--- config.mk ---
export PLATFORM = sky130hd
export DESIGN_NAME = nor_flash_command_sequencer
export DESIGN_NICKNAME = d
export VERILOG_FILES = /design/src/rtl/nfcs_pkg.sv /design/src/rtl/nfcs_front.sv /design/src/rtl/nfcs_queue.sv /design/src/rtl/nfcs_back.sv /design/src/rtl/nor_flash_command_sequencer.sv
export VERILOG_INCLUDE_DIRS = /design/src /design/src/rtl
export SDC_FILE = /design/constraint.sdc
export NUM_CORES = 1
export LEC_CHECK = 0
export ABC_AREA = 1
export BUFFER_PORTS_ARGS = -buffer_cell sky130_fd_sc_hd__buf_2
export CAP_MARGIN = 20
export CORE_MARGIN = 2
export CORE_UTILIZATION = 55
export CTS_CLUSTER_DIAMETER = 30
export CTS_CLUSTER_SIZE = 30
export DETAILED_ROUTE_END_ITERATION = 10
export GPL_ROUTABILITY_DRIVEN = 0
export GPL_TIMING_DRIVEN = 0
export PLACE_DENSITY_LB_ADDON = 0.05
export RECOVER_POWER = 100
export SLEW_MARGIN = 40
export SYNTH_ARGS = -nofsm -noshare
export SYNTH_HDL_FRONTEND = slang
export SYNTH_SLANG_ARGS = --single-unit
export TNS_END_PERCENT = 30
--- constraint.sdc ---
create_clock -name clk -period 4.4 [get_ports clk]
set_clock_uncertainty 0.15 [all_clocks]
set_input_delay 0.66 -clock clk [delete_from_list [all_inputs] [get_ports clk]]
set_output_delay 0.66 -clock clk [all_outputs]
set_load 0.05 [all_outputs]
--- src/rtl/nor_flash_command_sequencer_defines.svh ---
// Assertion macros used by the sequencer's back end (nfcs_back).
`ifndef NOR_FLASH_COMMAND_SEQUENCER_DEFINES_SVH
`define NOR_FLASH_COMMAND_SEQUENCER_DEFINES_SVH

`ifndef ASSERT_OFF

`define NFCS_ASSERT(label, prop) \
    label: assert property (@(posedge clk) disable iff (!rst_n) (prop)) \
        else $error("nfcs assertion failed");

`define NFCS_ASSERT_NEVER(label, expr) \
    label: assert property (@(posedge clk) disable iff (!rst_n) !(expr)) \
        else $error("nfcs forbidden condition seen");

`else

`define NFCS_ASSERT(label, prop)

`define NFCS_ASSERT_NEVER(label, expr)

`endif

`endif

--- src/rtl/nfcs_pkg.sv ---
// Types, constants and the command step table of the NOR flash command sequencer.
package nfcs_pkg;

    localparam int WORD_ADDR_BITS = 21;
    localparam int DATA_BITS      = 16;
    localparam int STEP_BITS      = 3;
    localparam int DQ6_BIT        = 6;

    localparam int CQ_DEPTH    = 4;
    localparam int CQ_IDX_BITS = 2;
    localparam int CQ_CNT_BITS = 3;

    localparam logic [WORD_ADDR_BITS-1:0] UNLOCK_A = 21'h000555;
    localparam logic [WORD_ADDR_BITS-1:0] UNLOCK_B = 21'h0002AA;

    localparam logic [DATA_BITS-1:0] DATA_UNLOCK_A = 16'h00AA;
    localparam logic [DATA_BITS-1:0] DATA_UNLOCK_B = 16'h0055;
    localparam logic [DATA_BITS-1:0] DATA_ERASE    = 16'h0080;
    localparam logic [DATA_BITS-1:0] DATA_SECTOR   = 16'h0030;
    localparam logic [DATA_BITS-1:0] DATA_PROGRAM  = 16'h00A0;
    localparam logic [DATA_BITS-1:0] DATA_RESET    = 16'h00F0;

    localparam logic [STEP_BITS-1:0] MAX_STEP = 3'd6;

    typedef enum logic [1:0] {
        OP_PROGRAM = 2'd0,
        OP_ERASE   = 2'd1,
        OP_RESET   = 2'd2,
        OP_STATUS  = 2'd3
    } op_t;

    typedef enum logic [1:0] {
        KIND_WRITE = 2'd0,
        KIND_POLL  = 2'd1,
        KIND_DONE  = 2'd2,
        KIND_ERROR = 2'd3
    } kind_t;

    typedef enum logic [2:0] {
        CMD_PROGRAM = 3'd0,
        CMD_ERASE   = 3'd1,
        CMD_RESET   = 3'd2,
        CMD_POLL    = 3'd3,
        CMD_DONE    = 3'd4,
        CMD_ERROR   = 3'd5
    } cmd_t;

    // One classified request as it waits between the front and back ends.
    typedef struct packed {
        cmd_t                      cmd;
        logic [WORD_ADDR_BITS-1:0] addr;
        logic [DATA_BITS-1:0]      data;
    } desc_t;

    typedef struct packed {
        kind_t                     kind;
        logic [WORD_ADDR_BITS-1:0] addr;
        logic [DATA_BITS-1:0]      data;
        logic                      last;
    } result_t;

    // Bus access emitted at a given step of a command.
    function automatic result_t step_entry(
        input cmd_t                      cmd,
        input logic [STEP_BITS-1:0]      step,
        input logic [WORD_ADDR_BITS-1:0] addr,
        input logic [DATA_BITS-1:0]      data
    );
        result_t r;
        r.kind = KIND_ERROR;
        r.addr = '0;
        r.data = '0;
        r.last = 1'b1;
        case (cmd)
            CMD_PROGRAM:
            begin
                r.last = 1'b0;
                case (step)
                    3'd0:
                    begin
                        r.kind = KIND_WRITE;
                        r.addr = UNLOCK_A;
                        r.data = DATA_UNLOCK_A;
                    end
                    3'd1:
                    begin
                        r.kind = KIND_WRITE;
                        r.addr = UNLOCK_B;
                        r.data = DATA_UNLOCK_B;
                    end
                    3'd2:
                    begin
                        r.kind = KIND_WRITE;
                        r.addr = UNLOCK_A;
                        r.data = DATA_PROGRAM;
                    end
                    3'd3:
                    begin
                        r.kind = KIND_WRITE;
                        r.addr = addr;
                        r.data = data;
                    end
                    default:
                    begin
                        r.kind = KIND_POLL;
                        r.addr = addr;
                        r.last = 1'b1;
                    end
                endcase
            end
            CMD_ERASE:
            begin
                r.last = 1'b0;
                case (step)
                    3'd0, 3'd3:
                    begin
                        r.kind = KIND_WRITE;
                        r.addr = UNLOCK_A;
                        r.data = DATA_UNLOCK_A;
                    end
                    3'd1, 3'd4:
                    begin
                        r.kind = KIND_WRITE;
                        r.addr = UNLOCK_B;
                        r.data = DATA_UNLOCK_B;
                    end
                    3'd2:
                    begin
                        r.kind = KIND_WRITE;
                        r.addr = UNLOCK_A;
                        r.data = DATA_ERASE;
                    end
                    3'd5:
                    begin
                        r.kind = KIND_WRITE;
                        r.addr = addr;
                        r.data = DATA_SECTOR;
                    end
                    default:
                    begin
                        r.kind = KIND_POLL;
                        r.addr = addr;
                        r.last = 1'b1;
                    end
                endcase
            end
            CMD_RESET:
            begin
                if (step == 3'd0)
                begin
                    r.kind = KIND_WRITE;
                    r.data = DATA_RESET;
                    r.last = 1'b0;
                end
                else
                begin
                    r.kind = KIND_DONE;
                end
            end
            CMD_POLL:
            begin
                r.kind = KIND_POLL;
                r.addr = addr;
            end
            CMD_DONE:
            begin
                r.kind = KIND_DONE;
                r.addr = addr;
            end
            default:
            begin
                r.kind = KIND_ERROR;
            end
        endcase
        return r;
    endfunction

endpackage

--- src/rtl/nfcs_front.sv ---
// Front end: accepts requests, tracks the busy state and classifies each request.
module nfcs_front
    import nfcs_pkg::*;
#(
    parameter int BYTE_ADDR_BITS = 22
)
(
    input  logic                      clk,
    input  logic                      rst_n,
    input  logic                      accept,
    input  logic [1:0]                op,
    input  logic [BYTE_ADDR_BITS-1:0] byte_address,
    input  logic [DATA_BITS-1:0]      write_value,
    input  logic [DATA_BITS-1:0]      read_first,
    input  logic [DATA_BITS-1:0]      read_second,
    output desc_t                     desc
);

    logic                      busy_reg;
    logic                      busy_next;
    logic [WORD_ADDR_BITS-1:0] poll_addr_reg;
    logic [WORD_ADDR_BITS-1:0] poll_addr_next;
    logic [31:0]               addr_ext;
    logic [WORD_ADDR_BITS-1:0] word;
    op_t                       op_in;

    assign addr_ext = 32'(byte_address);
    assign word     = addr_ext[WORD_ADDR_BITS:1];
    assign op_in    = op_t'(op);

    always_comb
    begin
        busy_next      = busy_reg;
        poll_addr_next = poll_addr_reg;
        desc.cmd       = CMD_ERROR;
        desc.addr      = '0;
        desc.data      = '0;
        if (op_in == OP_STATUS)
        begin
            if (!busy_reg)
            begin
                desc.cmd = CMD_ERROR;
            end
            else if (read_first[DQ6_BIT] != read_second[DQ6_BIT])
            begin
                // DQ6 still toggling: the operation is in progress.
                desc.cmd  = CMD_POLL;
                desc.addr = poll_addr_reg;
            end
            else
            begin
                desc.cmd  = CMD_DONE;
                desc.addr = poll_addr_reg;
                busy_next = 1'b0;
            end
        end
        else if (busy_reg)
        begin
            desc.cmd = CMD_ERROR;
        end
        else
        begin
            case (op_in)
                OP_PROGRAM:
                begin
                    desc.cmd       = CMD_PROGRAM;
                    desc.addr      = word;
                    desc.data      = write_value;
                    busy_next      = 1'b1;
                    poll_addr_next = word;
                end
                OP_ERASE:
                begin
                    desc.cmd       = CMD_ERASE;
                    desc.addr      = word;
                    busy_next      = 1'b1;
                    poll_addr_next = word;
                end
                default:
                begin
                    desc.cmd = CMD_RESET;
                end
            endcase
        end
    end

    always_ff @(posedge clk or negedge rst_n)
    begin
        if (!rst_n)
        begin
            busy_reg      <= 1'b0;
            poll_addr_reg <= '0;
        end
        else if (accept)
        begin
            busy_reg      <= busy_next;
            poll_addr_reg <= poll_addr_next;
        end
    end

endmodule

--- src/rtl/nfcs_queue.sv ---
// Short command queue between the front and back ends.
module nfcs_queue
    import nfcs_pkg::*;
(
    input  logic  clk,
    input  logic  rst_n,
    input  logic  wr_en,
    input  desc_t wr_desc,
    output logic  full,
    input  logic  rd_en,
    output desc_t rd_desc,
    output logic  empty
);

    desc_t                  entry_reg [CQ_DEPTH];
    logic [CQ_IDX_BITS-1:0] wr_ptr_reg;
    logic [CQ_IDX_BITS-1:0] rd_ptr_reg;
    logic [CQ_CNT_BITS-1:0] count_reg;
    logic                   do_wr;
    logic                   do_rd;

    assign full    = (count_reg == CQ_CNT_BITS'(CQ_DEPTH));
    assign empty   = (count_reg == '0);
    assign do_wr   = wr_en && !full;
    assign do_rd   = rd_en && !empty;
    assign rd_desc = entry_reg[rd_ptr_reg];

    always_ff @(posedge clk)
    begin
        if (do_wr)
        begin
            entry_reg[wr_ptr_reg] <= wr_desc;
        end
    end

    always_ff @(posedge clk or negedge rst_n)
    begin
        if (!rst_n)
        begin
            wr_ptr_reg <= '0;
            rd_ptr_reg <= '0;
            count_reg  <= '0;
        end
        else
        begin
            if (do_wr)
            begin
                wr_ptr_reg <= wr_ptr_reg + 1'b1;
            end
            if (do_rd)
            begin
                rd_ptr_reg <= rd_ptr_reg + 1'b1;
            end
            if (do_wr && !do_rd)
            begin
                count_reg <= count_reg + 1'b1;
            end
            else if (do_rd && !do_wr)
            begin
                count_reg <= count_reg - 1'b1;
            end
        end
    end

endmodule

--- src/rtl/nfcs_back.sv ---
// Back end: steps through queued commands; one result per cycle unless stalled.
`include "nor_flash_command_sequencer_defines.svh"

module nfcs_back
    import nfcs_pkg::*;
(
    input  logic                      clk,
    input  logic                      rst_n,
    input  desc_t                     head,
    input  logic                      head_valid,
    output logic                      head_pop,
    input  logic                      pop,
    output logic                      empty,
    output logic [1:0]                kind,
    output logic [WORD_ADDR_BITS-1:0] word_address,
    output logic [DATA_BITS-1:0]      bus_data,
    output logic                      last
);

    logic [STEP_BITS-1:0] step_reg;
    logic                 out_valid_reg;
    result_t              out_res_reg;
    result_t              ent;
    logic                 advance;
    logic                 taken;

    assign ent     = step_entry(head.cmd, step_reg, head.addr, head.data);
    assign taken   = pop && out_valid_reg;
    // The output register takes a new result when it is empty or being drained.
    assign advance = head_valid && (!out_valid_reg || taken);
    assign head_pop = advance && ent.last;

    always_ff @(posedge clk or negedge rst_n)
    begin
        if (!rst_n)
        begin
            step_reg      <= '0;
            out_valid_reg <= 1'b0;
        end
        else
        begin
            if (advance)
            begin
                out_valid_reg <= 1'b1;
                if (ent.last)
                begin
                    step_reg <= '0;
                end
                else
                begin
                    step_reg <= step_reg + 1'b1;
                end
            end
            else if (taken)
            begin
                out_valid_reg <= 1'b0;
            end
        end
    end

    always_ff @(posedge clk)
    begin
        if (advance)
        begin
            out_res_reg <= ent;
        end
    end

    assign empty        = !out_valid_reg;
    assign kind         = out_res_reg.kind;
    assign word_address = out_res_reg.addr;
    assign bus_data     = out_res_reg.data;
    assign last         = out_res_reg.last;

    `NFCS_ASSERT_NEVER(a_step_range, step_reg > MAX_STEP)
    `NFCS_ASSERT(a_step_has_head, (step_reg != '0) |-> head_valid)
    `NFCS_ASSERT(a_pop_on_last, head_pop |=> (out_valid_reg && out_res_reg.last))
    `NFCS_ASSERT(a_mid_command_not_last, (advance && !ent.last) |=> !out_res_reg.last)

endmodule

--- src/rtl/nor_flash_command_sequencer.sv ---
// Top level of the NOR flash command sequencer: front end, command queue and back end.
//
//   Channel   Signals                                             Handshake
//   request   op, byte_address, write_value, read_first,          push / full
//             read_second
//   result    kind, word_address, bus_data, last                  pop / empty
//
// A request is taken in any cycle in which the four-entry command queue has room.
// The back end emits one result per cycle into an output register while a command
// is queued and the consumer is not stalling: a program request gives three command
// writes, the data write and a poll, a sector erase six writes and a poll, a reset
// its write and a done, a status or refused request one result. Reset clears the busy
// flag, poll address, queue and the output valid bit; no clearing pass is needed.
module nor_flash_command_sequencer
    import nfcs_pkg::*;
#(
    parameter int BYTE_ADDR_BITS = 22
)
(
    input  logic                      clk,
    input  logic                      rst_n,
    input  logic                      push,
    output logic                      full,
    input  logic [1:0]                op,
    input  logic [BYTE_ADDR_BITS-1:0] byte_address,
    input  logic [15:0]               write_value,
    input  logic [15:0]               read_first,
    input  logic [15:0]               read_second,
    output logic                      empty,
    input  logic                      pop,
    output logic [1:0]                kind,
    output logic [20:0]               word_address,
    output logic [15:0]               bus_data,
    output logic                      last
);

    desc_t front_desc;
    desc_t head_desc;
    logic  accept;
    logic  q_empty;
    logic  head_pop;

    assign accept = push && !full;

    nfcs_front #(
        .BYTE_ADDR_BITS (BYTE_ADDR_BITS)
    ) u_front (
        .clk          (clk),
        .rst_n        (rst_n),
        .accept       (accept),
        .op           (op),
        .byte_address (byte_address),
        .write_value  (write_value),
        .read_first   (read_first),
        .read_second  (read_second),
        .desc         (front_desc)
    );

    nfcs_queue u_queue (
        .clk     (clk),
        .rst_n   (rst_n),
        .wr_en   (accept),
        .wr_desc (front_desc),
        .full    (full),
        .rd_en   (head_pop),
        .rd_desc (head_desc),
        .empty   (q_empty)
    );

    nfcs_back u_back (
        .clk          (clk),
        .rst_n        (rst_n),
        .head         (head_desc),
        .head_valid   (!q_empty),
        .head_pop     (head_pop),
        .pop          (pop),
        .empty        (empty),
        .kind         (kind),
        .word_address (word_address),
        .bus_data     (bus_data),
        .last         (last)
    );

endmodule

After elaboration in Yosys (flattened, before gate mapping). Memories as Yosys holds them, arrays and structs flattened. Cells that the tools add are included.

Register bits after elaboration: 73. Bits in writable memories: 160. Input port bits: 76. Output and inout bits: 42. Logic and storage cells: 94. Memories kept: 1.

Memories: u_queue.entry_reg (depth 4, bits a word 40, read ports 1, clocked after memory_dff 0, wr ports 1, RTL line nfcs_queue.sv:15) `desc_t entry_reg [CQ_DEPTH];`.

$add $sub $neg: 5. Equality and inequality tests: 13. Multiplexer cells: 33. Bitwise operators: 2. Reductions and logical operators: 29.

Operators by type and width (number): 22-bit one-hot mux with 3 select lines (2); 16-bit one-hot mux with 4 select lines (1); 21-bit one-hot mux with 3 select lines (1); 17-bit one-hot mux with 3 select lines (1); 24-bit 2-to-1 mux (2); 21-bit 2-to-1 mux (2); 37-bit 2-to-1 mux (1); 16-bit 2-to-1 mux (2); 8-bit one-hot mux with 4 select lines (1); 3-bit 2-to-1 mux (5); 3-bit by 2-bit == test with 1-bit output (second input constant) (4); 3-bit == test (second input constant) (4); 1-bit 2-to-1 mux (11); 2-bit one-hot mux with 5 select lines (1); 2-bit OR reduction (5); 3-bit logical NOT (3); 9-bit 2-to-1 mux (1); 1-bit logical AND (8); 3-bit by 1-bit adder with 3-bit output (second input constant) (2); 3-bit by 1-bit == test with 1-bit output (second input constant) (2); 6-bit OR reduction (1); 1-bit logical NOT (5); 2-bit by 1-bit adder with 2-bit output (second input constant) (2); 2-bit one-hot mux with 2 select lines (1); other kinds (12) (14).

Logic depth before layout (Yosys ltp). Gate-level depths: netlist of run 1.

Depth after elaboration: 9. Gate-level depth with buffers: 16. Mapped depth without buffers: 16.

Hierarchy. Synthesis of run 1 repeated with hierarchy kept, for this count alone.

Cells, all modules: 1073. Area total of the unflattened synthesis: 11114.4 µm².

By module, submodules not included: nfcs_queue (instances 1, cells an instance 528, area each 6789.0 µm², sequential area each 4979.8 µm²); nfcs_back (instances 1, cells an instance 350, area each 2815.2 µm², sequential area each 1301.2 µm²); nfcs_front (instances 1, cells an instance 192, area each 1496.4 µm², sequential area each 550.5 µm²); nor_flash_command_sequencer (instances 1, cells an instance 3, area each 13.8 µm², sequential area each 0.0 µm²).

Worst setup path before layout of run 1. Ideal clock, no wire load.

Path kind: register to register. From: register u_back.out_valid_reg. To: register u_queue.count_reg[1]. Setup time: 125 ps. Arrival time: 3125 ps. Data required time: 4125 ps. Path slack: 1000 ps. Stages on the path, launching flop included: 9. Buffers on the path: 0. Clock period less this slack: 3400 ps. Cells stage by stage: dfrtp_1 > inv_1 > nor2_1 > nor2_2 > nand2_2 > ha_1 > inv_1 > fa_1 > mux2_2.

Word-level cells in the longest chain between the ends: 8. Elaborated cells on any way between the ends: 11. Classes of those cells: mux (1); reduce/logical (10).

Ends and longest elaborated chain: from (decl) (RTL line nfcs_back.sv:21) `logic out_valid_reg;`; from (signal assigned) (RTL line nfcs_back.sv:38) `out_valid_reg <= 1'b0;`; from (signal assigned) (RTL line nfcs_back.sv:44) `out_valid_reg <= 1'b1;`; from (signal assigned) (RTL line nfcs_back.sv:56) `out_valid_reg <= 1'b0;`; 1-bit logical NOT *; net empty (RTL line nor_flash_command_sequencer.sv:29) `output logic empty,`; 1-bit logical OR * (RTL line nfcs_back.sv:30) `assign advance = head_valid && (!out_valid_reg || taken);`; 1-bit logical AND * (RTL line nfcs_back.sv:30); net u_back.advance (RTL line nfcs_back.sv:24) `logic advance;`; 1-bit logical AND * (RTL line nfcs_back.sv:31) `assign head_pop = advance && ent.last;`; 1-bit logical AND * (RTL line nfcs_queue.sv:25) `assign do_rd = rd_en && !empty;`; 1-bit logical NOT (RTL line nfcs_queue.sv:54) `if (do_wr && !do_rd)`; 1-bit logical AND (RTL line nfcs_queue.sv:54); 3-bit 2-to-1 mux / 2-bit nonzero test (equally long branches); to (signal assigned) (RTL line nfcs_queue.sv:56) `count_reg <= count_reg + 1'b1;`; to (signal assigned) (RTL line nfcs_queue.sv:60) `count_reg <= count_reg - 1'b1;`; to (decl) (RTL line nfcs_queue.sv:18) `logic [CQ_CNT_BITS-1:0] count_reg;`.

The timed path passes the listed nets; every way through them passes the cells marked *. A chain may end at the register's enable or synchronous reset.

Final worst setup path of run 1.
From: register u_queue.count_reg[0]. To: memory u_queue.entry_reg[1][11] (netlist name) (enable).

Word-level cells in the longest chain between the ends: 6.

Ends and longest elaborated chain: 3-bit == test (RTL line nfcs_queue.sv:22) `assign full = (count_reg == CQ_CNT_BITS'(CQ_DEPTH));`; 1-bit logical NOT (RTL line nor_flash_command_sequencer.sv:43) `assign accept = push && !full;`; 1-bit logical AND (RTL line nor_flash_command_sequencer.sv:43); net accept (RTL line nor_flash_command_sequencer.sv:39) `logic accept;`; 1-bit logical AND (RTL line nfcs_queue.sv:24) `assign do_wr = wr_en && !full;`; 1-bit 2-to-1 mux (RTL line nfcs_queue.sv:30) `if (do_wr)`; 1-bit 2-to-1 mux (implied by the code) (RTL line nfcs_queue.sv:32) `entry_reg[wr_ptr_reg] <= wr_desc;`; to (decl) (RTL line nfcs_queue.sv:15).

The timed path passes the listed nets, and every way through them passes these cells.

==> results.py, run 1 <==
metrics = {
    "outcome": {
        "outcome": "finished, violations left",
        "failed_checks": "capacitance limit, slew limit",
    },
    "worst_setup_path": {
        "path_max_fanout": 14,
        "path_class": "reg -> reg",
        "crit_arrival_ps": 3660,
        "crit_slowest_cell": "nor2_1",
        "required_ps": 4380,
        "critPathCaptureType": "flip-flop",
        "max_stage_delay_ps": 1120,
        "crit_top_cell": "nor2_1",
        "path_cells": "nor3_1 > nor2_1 > inv_1 > nor2_1 > clkbuf_1",
        "cp-start-kind": "flip-flop",
    },
    "clocking": {
        "clock-sinks": 233,
        "clk_pin_slew_ps": 50,
        "root_buffer": "clkbuf_16",
        "cts_max_path_buffers": 3,
        "postCtsResizedCells": 0,
        "cts_buffers": 42,
        "h-tree-depth": 2,
        "worstSkewPairLatency_ps": 520,
        "cts_tree": "built",
    },
    "synth": {
        "synth.avg_cell_area_sq_um": 11.5,
        "async_flop_share": 0.142,
        "synth_area_sq_mm": 0.00991,
        "synth_nets": 950,
        "ys_ff_latch": 233,
        "ys.flop_type": "edfxtp_1",
        "yosys_warnings": 0,
        "seq_area_frac_synth": 0.689,
        "yosys.cell_types.count": 42,
        "syn-instance-count": 863,
        "synth-edff-count": 200,
    },
    "placement": {
        "dpl.hpwl_um": 15900,
        "place_inst": 1188,
        "placed_area_sq_mm": 0.0109,
        "port_buffers": 86,
    },
    "route": {
        "first_pass_iters": 5,
        "highest_layer": "met4",
        "dr_wl_met3_um": 1910,
        "wl_met2_um": 11800,
        "drc_errors": 0,
        "drt-vias-per-instance": 5.61,
        "antenna_left": 0,
        "wl_per_cell_um": 19.2,
        "drt_iter0_markers": 644,
        "vias": 7106,
        "met1_length_um": 10000,
        "wirelength_um": 24300,
    },
    "finish": {
        "final_common_cell": "edfxtp_1",
        "layout.cells.non_filler": 1267,
        "largest_register_ffs": 160,
        "fillers": 1335,
        "finalNetCount": 1091,
        "layout_common_cells": "edfxtp_1 (200), nand2_1 (169), o21ai_0 (120), nor2_1 (103), clkbuf_1 (82)",
        "syn2layout_area_growth_pct": 21.3,
        "design_area_sq_mm": 0.0120,
        "antenna_cells": 0,
        "layout-drive-gt1-share": 0.158,
    },
    "global_routing": {
        "grt_overflow": 0,
        "first_global_vias": 7067,
        "grt_pass1_wl_um": 37800,
        "grt_usage": 0.254,
        "antenna_found_initial": 0,
        "grt_max_degree": 34,
    },
    "timing": {
        "drv_slew": 49,
        "tns_ps": 0,
        "setup_viol": 0,
        "whs_ps": 186,
        "finalCritPeriodShare": 0.835,
        "period_minus_slack_ps": 3670,
        "clock.fmax_ghz": 0.272,
        "hold_viol_final": 0,
        "grt_setup_unrepaired": "false",
        "worst_pin_slew_ps": 2080,
        "maxSlewHeadroom": -0.386,
    },
    "floorplan": {
        "coreArea_sq_mm": 0.0178,
        "die-area_sq_mm": 0.0191,
        "die_h_um": 138,
        "initial_utilization": 0.555,
        "die_w_um": 138,
        "rows": 49,
        "pin_count": 118,
    },
    "power": {
        "power.density_mw_per_mm2": 842,
        "max-vdd-ir-drop_uv": 631,
        "p_leak_uw": 0.00472,
    },
    "min_path": {
        "min_path_type": "in -> reg",
    },
    "run": {
        "maxCapViolCount": 3,
    },
}
[layout make-up]
| cell class | count | area [sq um] | area share |
|---|---|---|---|
| repair buffers | 97 | 470 | 0.0391 |
| well taps | 229 | 287 | 0.0238 |
| clock inverters | 28 | 268 | 0.0223 |
| clock buffers | 50 | 1130 | 0.0942 |
| flip-flops and latches | 233 | 6830 | 0.568 |
| multi-input cells | 532 | 2640 | 0.220 |
| plain buffers | 38 | 166 | 0.0138 |
| inverters | 60 | 226 | 0.0188 |
[cells in the mapped netlist (8+ instances only)]
master / number / area [sq um]
nor2_1: 101 / 379
clkbuf_1: 20 / 75.1
a211oi_1: 8 / 60.1
a21oi_1: 25 / 125
o21ai_0: 118 / 591
ha_1: 10 / 125
dfrtp_1: 33 / 826
buf_2: 12 / 60.1
inv_1: 52 / 195
o22ai_1: 18 / 113
nand3_1: 25 / 125
nand2_1: 167 / 627
edfxtp_1: 200 / 6010
[worst paths after layout]
| path | slack, ps | cells past startpoint | from | to |
|---|---|---|---|---|
| max in group asynchronous | 1750 | 2 | rst_n | u_front.poll_addr_reg[9] |
| worst max-delay path | 730 | 5 | u_queue.count_reg[0] | u_queue.entry_reg[1][11] |
| min in group asynchronous | 1140 | 2 | rst_n | u_back.step_reg[0] |
| worst min register to register | 330 | 2 | u_front.poll_addr_reg[2] | u_front.poll_addr_reg[2] |
| worst min-delay path | 190 | 2 | pop | u_back.out_valid_reg |
| worst max register to register | 730 | 5 | u_queue.count_reg[0] | u_queue.entry_reg[1][11] |
[worst max-delay path, delay by kind of cell (launching register included)]
family	cells	cell delay, ps
simple gates	3	1680
buf+inv	2	1020
flops	1	430
[power by group]
group,total (uW),internal [uW],switching [uW]
clock network,3130,2030,1100
registers,3460,3250,206
logic,3540,874,2670
total,10100,6160,3970
[logic make-up after synthesis]
logic type | Yosys count | share of synthesized area
AOI/OAI and AO/OA | 183 | 0.101
xor gates and xnor gates | 5 | 0.00442
adders and majority gates | 11 | 0.0146
buffers and inverters | 98 | 0.0418
DFF | 233 | 0.689
muxes | 1 | 0.00114
and+or+nand+nor | 332 | 0.148
[through the flow]
stage	utilization	setup slack (ps)	power, uW
final	0.674	728	10100
after global routing	0.674	537	10600
after CTS	0.688	1310	10400
after detailed placement	0.609	1340	7200
after global placement	0.596	-660	6950
after floorplan	-	1000	6010
[layer usage]
metal / GRT usage / up-vias
met3: 0.0544 / 48
li1: - / 3298
met2: 0.428 / 327
met5: 0 / -
met4: 0.0843 / 0
met1: 0.333 / 3433
[what timing repair did]
| item | CTS | global route |
|---|---|---|
| buffers inserted | 0 | 0 |
| setup endpoints to repair | 0 | 0 |
| endpoints found under the hold margin | 0 | 26 |
| hold buffers | 0 | 1 |
(Power assumes the default switching activity.)
==> run 2, diff against run 1 <==
Settings changed: CORE_UTILIZATION 55 to 52.
Clock period 4.4 ns to 3.15 ns, I/O delays scaled along.
==> results.py, run 2 (synthesis gave the netlist of run 1 again) <==
metrics = {
    "outcome": {
        "outcome": "finished, violations left",
        "failed_checks": "capacitance limit, slew limit",
    },
    "route": {
        "first_pass_iters": 5,
        "drc_errors": 0,
        "antenna_left": 0,
        "drt_iter0_markers": 515,
        "vias": 6916,
        "wirelength_um": 23400,
        "drt-vias-per-instance": 5.43,
        "wl_per_cell_um": 18.4,
    },
    "worst_setup_path": {
        "cp_num_buf_inv": 2,
        "path_delay_family": "adder cells",
        "max_stage_delay_ps": 420,
        "path_cells": "inv_1 > ha_1 > o21ai_4 > nand3_2 > nor2_1 > nor2_2 > nand2_4 > nand2_2 > ha_1 > inv_1 > fa_1 > mux2_2",
        "crit_slowest_cell": "fa_1",
        "crit_arrival_ps": 3230,
        "critPathCaptureType": "flip-flop",
        "required_ps": 3400,
        "cp-start-kind": "flip-flop",
        "path_class": "reg -> reg",
        "path_max_fanout": 10,
    },
    "timing": {
        "drv_slew": 34,
        "hold_viol_final": 0,
        "maxSlewHeadroom": -0.315,
        "setup_viol": 0,
        "fin_ws_ps": 168,
        "tns_ps": 0,
        "period_minus_slack_ps": 2980,
        "clock.fmax_ghz": 0.335,
        "finalCritPeriodShare": 0.947,
        "worst_pin_slew_ps": 1970,
        "grt_setup_unrepaired": "false",
    },
    "floorplan": {
        "pin_count": 118,
        "die-area_sq_mm": 0.0202,
        "die_h_um": 142,
        "initial_utilization": 0.530,
        "die_w_um": 142,
        "rows": 50,
        "coreArea_sq_mm": 0.0187,
    },
    "clocking": {
        "post_cts_buffers": 0,
        "root_buffer": "clkbuf_16",
        "h-tree-depth": 2,
        "clk_pin_slew_ps": 50,
        "clock-sinks": 233,
        "cts_max_path_buffers": 3,
        "cts_buffers": 42,
        "cts_tree": "built",
        "worstSkewPairLatency_ps": 530,
    },
    "global_routing": {
        "antenna_found_initial": 0,
        "grt_max_degree": 34,
        "first_global_vias": 6749,
        "grt_overflow": 0,
        "grt_pass1_wl_um": 35700,
        "grt_usage": 0.235,
    },
    "finish": {
        "syn2layout_area_growth_pct": 23.8,
        "final_common_cell": "edfxtp_1",
        "antenna_cells": 0,
        "finish.utilization": 0.656,
        "layout-drive-gt1-share": 0.177,
        "layout.cells.non_filler": 1273,
        "largest_register_ffs": 160,
        "finalNetCount": 1092,
        "layout_common_cells": "edfxtp_1 (200), nand2_1 (167), o21ai_0 (120), nor2_1 (97), clkbuf_1 (78)",
    },
    "power": {
        "p_leak_uw": 0.00482,
        "finalPower_uw": 14600,
        "power.density_mw_per_mm2": 1190,
        "max-vdd-ir-drop_uv": 579,
    },
    "placement": {
        "port_buffers": 86,
        "dpl.hpwl_um": 15500,
        "place_inst": 1193,
        "pre_cts_slack_ps": 35.6,
    },
    "min_path": {
        "min_path_type": "in -> reg",
    },
    "run": {
        "maxCapViolCount": 1,
    },
}
==> run 2: cell count changes in the layout (fill, tap and decap cells not counted), moves of 4 or more <==
cell | before | now
nor2_1 | 103 | 97
bufinv_16 | 3 | 8
clkinv_2 | 9 | 4
clkbuf_1 | 82 | 78
clkbuf_2 | 0 | 4
==> run 2: cell type report <==
cell class	instances	area [sq um]
multi-input cells	532	2710
fillers	1422	6440
plain buffers	38	173
clock inverters	25	369
clock buffers	53	1150
inverters	60	226
repair buffers	98	512
well taps	234	293
flip-flops and latches	233	6830
==> run 2: through the flow <==
step,area (sq um),hold slack (ps)
global route,12300,79.2
global placement,10600,316
CTS,12400,57.5
detailed placement,10800,323
finish,12300,64.8
floorplan,9910,26.9
==> run 2: metal layers <==
metal,vias up,global-route usage,part of all wire
met5,-,0,0
met4,0,0.0874,0.024
met3,48,0.0478,0.066
met2,259,0.383,0.48
met1,3318,0.314,0.43
li1,3291,-,-
==> run 2: what timing repair did <==
item	in CTS	in global routing
endpoints found under the setup margin	0	2
hold buffers	2	0
resized for setup	0	10
hold endpoints to repair	34	0
==> run 2: power by group <==
part	internal, uW	switching [uW]
sequential	4540	281
clock	3270	1500
combinational	1280	3730
==> run 2: worst paths after layout <==
path,startpoint,endpoint,slack [ps],depth (start not counted)
worst min-delay path,byte_address[12],u_front.poll_addr_reg[11],60,3
max in group asynchronous,rst_n,u_back.step_reg[1],680,2
worst max register to register,u_back.step_reg[0],u_queue.count_reg[1],170,12
min in group asynchronous,rst_n,u_back.step_reg[0],900,2
worst max-delay path,u_back.step_reg[0],u_queue.count_reg[1],170,12
worst min register to register,u_front.poll_addr_reg[2],u_front.poll_addr_reg[2],340,2
==> run 2: worst min-delay path, stage by stage <==
cell and delay, ps:
buf_2 100, inv_1 50, o21ai_0 80
